## src/rtl/core/size_class_block_allocator_top_assert.svh

```systemverilog
// assertion macros for the allocator top
`ifndef SIZE_CLASS_BLOCK_ALLOCATOR_TOP_ASSERT_SVH
`define SIZE_CLASS_BLOCK_ALLOCATOR_TOP_ASSERT_SVH

// same-cycle implication, ignored while reset is held
`define SCBA_ASSERT_NOW(lbl, clk, rstn, ante, cons) \
    lbl: assert property (@(posedge clk) disable iff (!rstn) (ante) |-> (cons)) \
        else $error("scba assertion failed");

// next-cycle implication, ignored while reset is held
`define SCBA_ASSERT_NEXT(lbl, clk, rstn, ante, cons) \
    lbl: assert property (@(posedge clk) disable iff (!rstn) (ante) |=> (cons)) \
        else $error("scba assertion failed");

`endif

```

## src/rtl/core/scba_pkg.sv

```systemverilog
package scba_pkg;

    localparam int NUM_CLASSES_DEF = 20;
    localparam int LIST_DEPTH_DEF  = 256;
    localparam int ADDR_BITS_DEF   = 32;

    localparam int DATA_W    = 32;
    localparam int CLASS_W   = 5;
    localparam int TAG_W     = 8;
    localparam int FREE_W    = 9;
    localparam int THR_W     = 11;
    localparam int CFG_IDX_W = 2;

    localparam logic [TAG_W-1:0]  OUTSIDE_TAG    = 8'hff;
    localparam logic [DATA_W-1:0] HDR_BYTES      = 32'd8;
    localparam logic [DATA_W-1:0] POOL_BYTES_RST = 32'h0010_0000;

    localparam logic [CFG_IDX_W-1:0] CFG_POOL_BASE  = 2'd0;
    localparam logic [CFG_IDX_W-1:0] CFG_POOL_BYTES = 2'd1;
    localparam logic [CFG_IDX_W-1:0] CFG_REFILL_THR = 2'd2;

    localparam logic OP_ALLOC = 1'b0;
    localparam logic OP_FREE  = 1'b1;

    typedef enum logic [2:0] {
        ST_LIST      = 3'd0,
        ST_POOL      = 3'd1,
        ST_TOO_LARGE = 3'd2,
        ST_NO_MEM    = 3'd3,
        ST_FREED     = 3'd4,
        ST_LIST_FULL = 3'd5,
        ST_NULL      = 3'd6,
        ST_OUTSIDE   = 3'd7
    } t_status;

    typedef enum logic {
        S_IDLE = 1'b0,
        S_EXEC = 1'b1
    } t_state;

    // decoded request: early means no class is touched and no state changes
    typedef struct packed {
        logic               early;
        t_status            status;
        logic [CLASS_W-1:0] cls;
    } t_dec;

endpackage

```

## src/rtl/core/scba_dec.sv

```systemverilog
module scba_dec #(
    parameter int NUM_CLASSES = scba_pkg::NUM_CLASSES_DEF
) (
    input  logic                          i_opcode,
    input  logic [scba_pkg::DATA_W-1:0]   i_req_size,
    input  logic [scba_pkg::DATA_W-1:0]   i_block_address,
    input  logic [scba_pkg::TAG_W-1:0]    i_class_tag,
    output scba_pkg::t_dec                o_dec
);

    localparam int SHIFT_W = scba_pkg::DATA_W - 3;

    logic [SHIFT_W-1:0]           units;
    logic [scba_pkg::CLASS_W-1:0] bit_len;
    logic                         too_large;
    logic                         tag_ok;

    assign units     = i_req_size[scba_pkg::DATA_W-1:3];
    // size at or above 8 << (classes - 1)
    assign too_large = (i_req_size >> (NUM_CLASSES + 2)) != '0;
    assign tag_ok    = (i_class_tag != scba_pkg::OUTSIDE_TAG)
                    && ({24'd0, i_class_tag} < 32'(NUM_CLASSES));

    // bit length of size >> 3
    always_comb begin
        bit_len = '0;
        for (int i = 0; i < SHIFT_W; i++) begin
            if (units[i]) begin
                bit_len = scba_pkg::CLASS_W'(i + 1);
            end
        end
    end

    always_comb begin
        o_dec.early  = 1'b0;
        o_dec.status = scba_pkg::ST_LIST;
        o_dec.cls    = '0;
        if (i_opcode == scba_pkg::OP_ALLOC) begin
            if (too_large) begin
                o_dec.early  = 1'b1;
                o_dec.status = scba_pkg::ST_TOO_LARGE;
            end else begin
                o_dec.cls = bit_len;
            end
        end else begin
            priority if (i_block_address == '0) begin
                o_dec.early  = 1'b1;
                o_dec.status = scba_pkg::ST_NULL;
            end else if (!tag_ok) begin
                o_dec.early  = 1'b1;
                o_dec.status = scba_pkg::ST_OUTSIDE;
            end else begin
                o_dec.cls = i_class_tag[scba_pkg::CLASS_W-1:0];
            end
        end
    end

endmodule

```

## config.mk

```make
export PLATFORM = sky130hd
export DESIGN_NAME = scba_dec
export DESIGN_NICKNAME = d
export VERILOG_FILES = /design/src/rtl/core/size_class_block_allocator_top_assert.svh /design/src/rtl/core/scba_pkg.sv /design/src/rtl/core/scba_dec.sv
export SDC_FILE = /design/constraint.sdc
export NUM_CORES = 1
export LEC_CHECK = 0
export BUFFER_PORTS_ARGS = -buffer_cell sky130_fd_sc_hd__buf_2
export CORE_MARGIN = 2
export CORE_UTILIZATION = 27
export DETAILED_ROUTE_END_ITERATION = 10
export PLACE_DENSITY_LB_ADDON = 0.1
export SLEW_MARGIN = 15
export SYNTH_ARGS = -nofsm -noshare
export SYNTH_HDL_FRONTEND = slang
export SYNTH_SLANG_ARGS = --single-unit
```

## constraint.sdc

```tcl
create_clock -name vclk -period 2
set_input_delay 0.5 -clock vclk [all_inputs]
set_output_delay 0.5 -clock vclk [all_outputs]
set_load 0.01 [all_outputs]
```

== Yosys cells after proc, flatten, opt, wreduce, memory -nomap -nowiden ==
Cells that the tools add are included.
Operators by class
  order comparisons: 1
  eq/ne operators: 1
  mux-type cells: 36
  reduce and logical (&&, ||, !) cells: 3
Operator list (count)
  $mux W5: 30
  $logic_not A32 Y1: 1
  $reduce_bool A32 Y1: 1
  $mux W4: 3
  $mux W9: 1
  $lt A8 B5 Y1 const B: 1
  $ne A8 B8 Y1 const B: 1
  $mux W2: 1
  $logic_and A1 B1 Y1: 1
  $mux W1: 1
Word-level totals
  register bits: 0
  bits of input ports: 73
  output and inout port bits: 9
  logic and storage cells: 41

== Longest topological paths before layout ==
  word-level depth: 31
  mapped depth: 6
  mapped depth without buffers: 5

== Least setup slack after synthesis ==
No wires, ideal clock.
  kind: input -> output
  from: input port i_class_tag[5] (netlist name)
  to: output port o_dec[8] (netlist name)
  arrival time: 1543 ps
  required time: 1500 ps
  setup slack: -43 ps
  cell stages on the path: 5
  path buffers: 1
  cell sequence: nor3_1 -> nand2_1 -> nor3b_1 -> nor2_1 -> buf_4
RTL lines
  start, declared: RTL line scba_dec.sv:7  | input logic [scba_pkg::TAG_W-1:0] i_class_tag,
  end, declared: RTL line scba_dec.sv:8  | output scba_pkg::t_dec o_dec

==> key figures <==
Timing
  • Endpoints failing setup: 9
  • Tcrit/Tclk final: 1.154
  • Relative slew margins: 0.7086
  • TNS Setup: -1921 ps
  • Pins Over Slew Limit: 0
  • Final WS setup: -308.4 ps
  • WHS: 1294 ps
  • Worst slew pin tran: 433.0 ps
  • Fin crit period: 2308 ps
  • Fmax: 433.2 MHz
  • Final Hold Viols: 0
  • RSZ-0062 raised after global routing: true

Outcome
  • Outcome: finished with violations
  • Violated checks: setup timing

Routing
  • Post-DR wirelength/cell: 17.88 µm
  • DRT Pass-1 Iters: 4
  • Via Count: 1,050
  • Iteration-0 DRC count of the detailed router: 20
  • Via density: 5.769
  • WL final: 3255 µm
  • Drt drc: 0
  • Post-DRT Antenna Nets: 0

Final layout
  • Fillers: 97
  • Final design utilization: 0.8521
  • FF/Latch Area: 0 µm²
  • Seq_cells: 0
  • Nets: 241
  • Area of the multi-input gates: 563.0 µm²
  • Antenna Cells: 0
  • Layout cells sized above 1: 0.7108
  • P&R area growth vs syn: 200.0%
  • Clock buffers: 0

Worst hold path
  • Min-delay worst type: in2out

Floorplanning
  • Die Wd: 43.58 µm
  • Num rows: 14
  • Die area: 1899 µm²
  • Die Y: 43.58 µm
  • IO Count: 82
  • CORE AREA: 1489 µm²
  • Starting density of the core: 0.2840

Placed design
  • Post-DP HPWL: 1739 µm
  • Buffers on Ports: 79
  • Routability cong.: 0.8103

Global routing
  • Number of global-route vias before repair: 1,007
  • Initial antenna violation count: 0
  • Grt ovf: 0
  • First-pass GRT wire length: 4022 µm
  • Total Routing Usage GR: 0.2678
  • Largest net degree at the start of global routing: 7

Synthesis
  • Syn nets: 141
  • Synth top area share: 0.1923
  • Synth Warn #: 0
  • Synth area leaders: nor4_1 19%, nor2_1 8.0%, a21oi_1 5.9%
  • Post-synthesis cell count: 68
  • Yosys cell types: 25
  • Cell area after synthesis: 422.9 µm²
  • Yosys top cell by area: nor4_1
  • Post-synthesis sequential area ratio: 0
  • Syn_area_per_cell: 6.219 µm²

Setup path
  • CP dominant cell by count: nor4_4
  • Req. time, crit path: 1500 ps
  • Slowest-stage cell, CP: nor4_4
  • CP max stage delay: 300 ps
  • Arrival time worst endpoint: 1810 ps
  • Worst setup EP type: output pin
  • CP Class: in2out
  • Startpoint Class: primary input
  • Crit-path cells: buf_8 -> nor4_4 -> nand2_1 -> nor4_4 -> buf_4 -> a32o_1 -> buf_2
  • CP Max Fanout: 4

Power
  • Switching portion of total power: 0.4439
  • Logic gate share of total power: 1.000
  • Switching power: 0.09114 mW
  • Max VDD drop: 0.0001164 V
  • Share of power burned in registers: 0
  • Pint: 0.1142 mW
  • Leakage: 0.5836 nW
  • Design Power: 0.2053 mW
  • Pwr per Cell Area: 161.8 nW/µm²
  • Clock share of power: 0

Clock network
  • Hold-fix buffers at CTS: 0

Run
  • Max_cap viols: 0
[final cells by class]
cell class / count / share of cell area
Timing Repair Buffer: 99 / 0.5227
Multi-Input combinational cell: 61 / 0.4438
Inverter: 6 / 0.01775
Tap cell: 16 / 0.01578
[worst max-delay path, delay by kind of cell]
| family | cells | cell delay (ps) |
|---|---|---|
| AND/OR/NAND/NOR | 3 | 670 |
| buffers and inverters | 3 | 450 |
| AO/OA/AOI/OAI | 1 | 180 |
[kinds of logic (layout without fill, tap and decap cells)]
kind of cell,count (synthesis),in the layout,synth area share
buf+inv,7,105,0.07101
simple gates,40,40,0.5592
compound gates,21,21,0.3698
[power groups by stage]
stage	sequential (mW)	clock, mW	combinational (mW)
floorplan	0	0	0.0306
detailed placement	0	0	0.142
finish	0	0	0.205
CTS	0	0	0.182
global route	0	0	0.217
global placement	0	0	0.138
[metal layers]
metal	up-vias	global-route usage	routed length, µm
met4	0	0.06667	161
met1	492	0.2775	1042
met3	16	0.03333	208
met2	66	0.5471	1843
li1	476	-	-
met5	-	0	0
[per-stage QoR]
stage,instance area [µm²],setup WS [ps],cells
after global routing,1269,-405.7,182
final,1269,-308.4,182
after global placement,980.9,-230.8,181
after floorplan,430.4,19.00,68
after detailed placement,980.9,-257.4,181
after CTS,1216,-187.7,182
[synthesized netlist by cell type]
cell type	count
a32o_1	2
nand2b_1	1
a21oi_1	5
a2111oi_2	1
or4_1	2
o41ai_1	1
nand2_1	4
o221ai_1	1
nor2_1	9
o21a_1	1
nor4_1	13
o31ai_1	3
nand4_1	2
nor2b_1	1
o2bb2ai_1	2
nor4_4	1
a22o_1	1
nor4_2	1
o21ai_1	1
inv_1	6
o21ai_0	2
buf_4	1
nor3_1	5
nor3b_1	1
a21boi_0	1
[placed cells by master (no fill, tap or decap), types with 2 or more instances in the layout]
master     instances
a21oi_1            5
a32o_1             2
buf_4             18
o21ai_0            2
nor2_1             6
buf_6             18
nor2_4             3
o31ai_1            2
nor3_1             5
nor4_2             5
nor4_1             3
nor4_4             7
buf_2             62
nand4_1            2
inv_1              6
o2bb2ai_1          2
nand2_1            4
[timing repair]
action / 4_1_cts / 5_1_grt
gates cloned: 0 / 0
pin swaps: 16 / 6
setup endpoints to repair: 9 / 9
gates resized for setup: 39 / 9
buffers inserted: 1 / 0
[path summary, 6_finish.rpt]
path | end | cells after the start | slack, ps | from
hold / removal | o_dec[1] | 3 | 1290 | i_class_tag[1]
setup / recovery | o_dec[3] | 7 | -310 | i_req_size[25]
No activity file was read; power rests on OpenSTA's default activity.
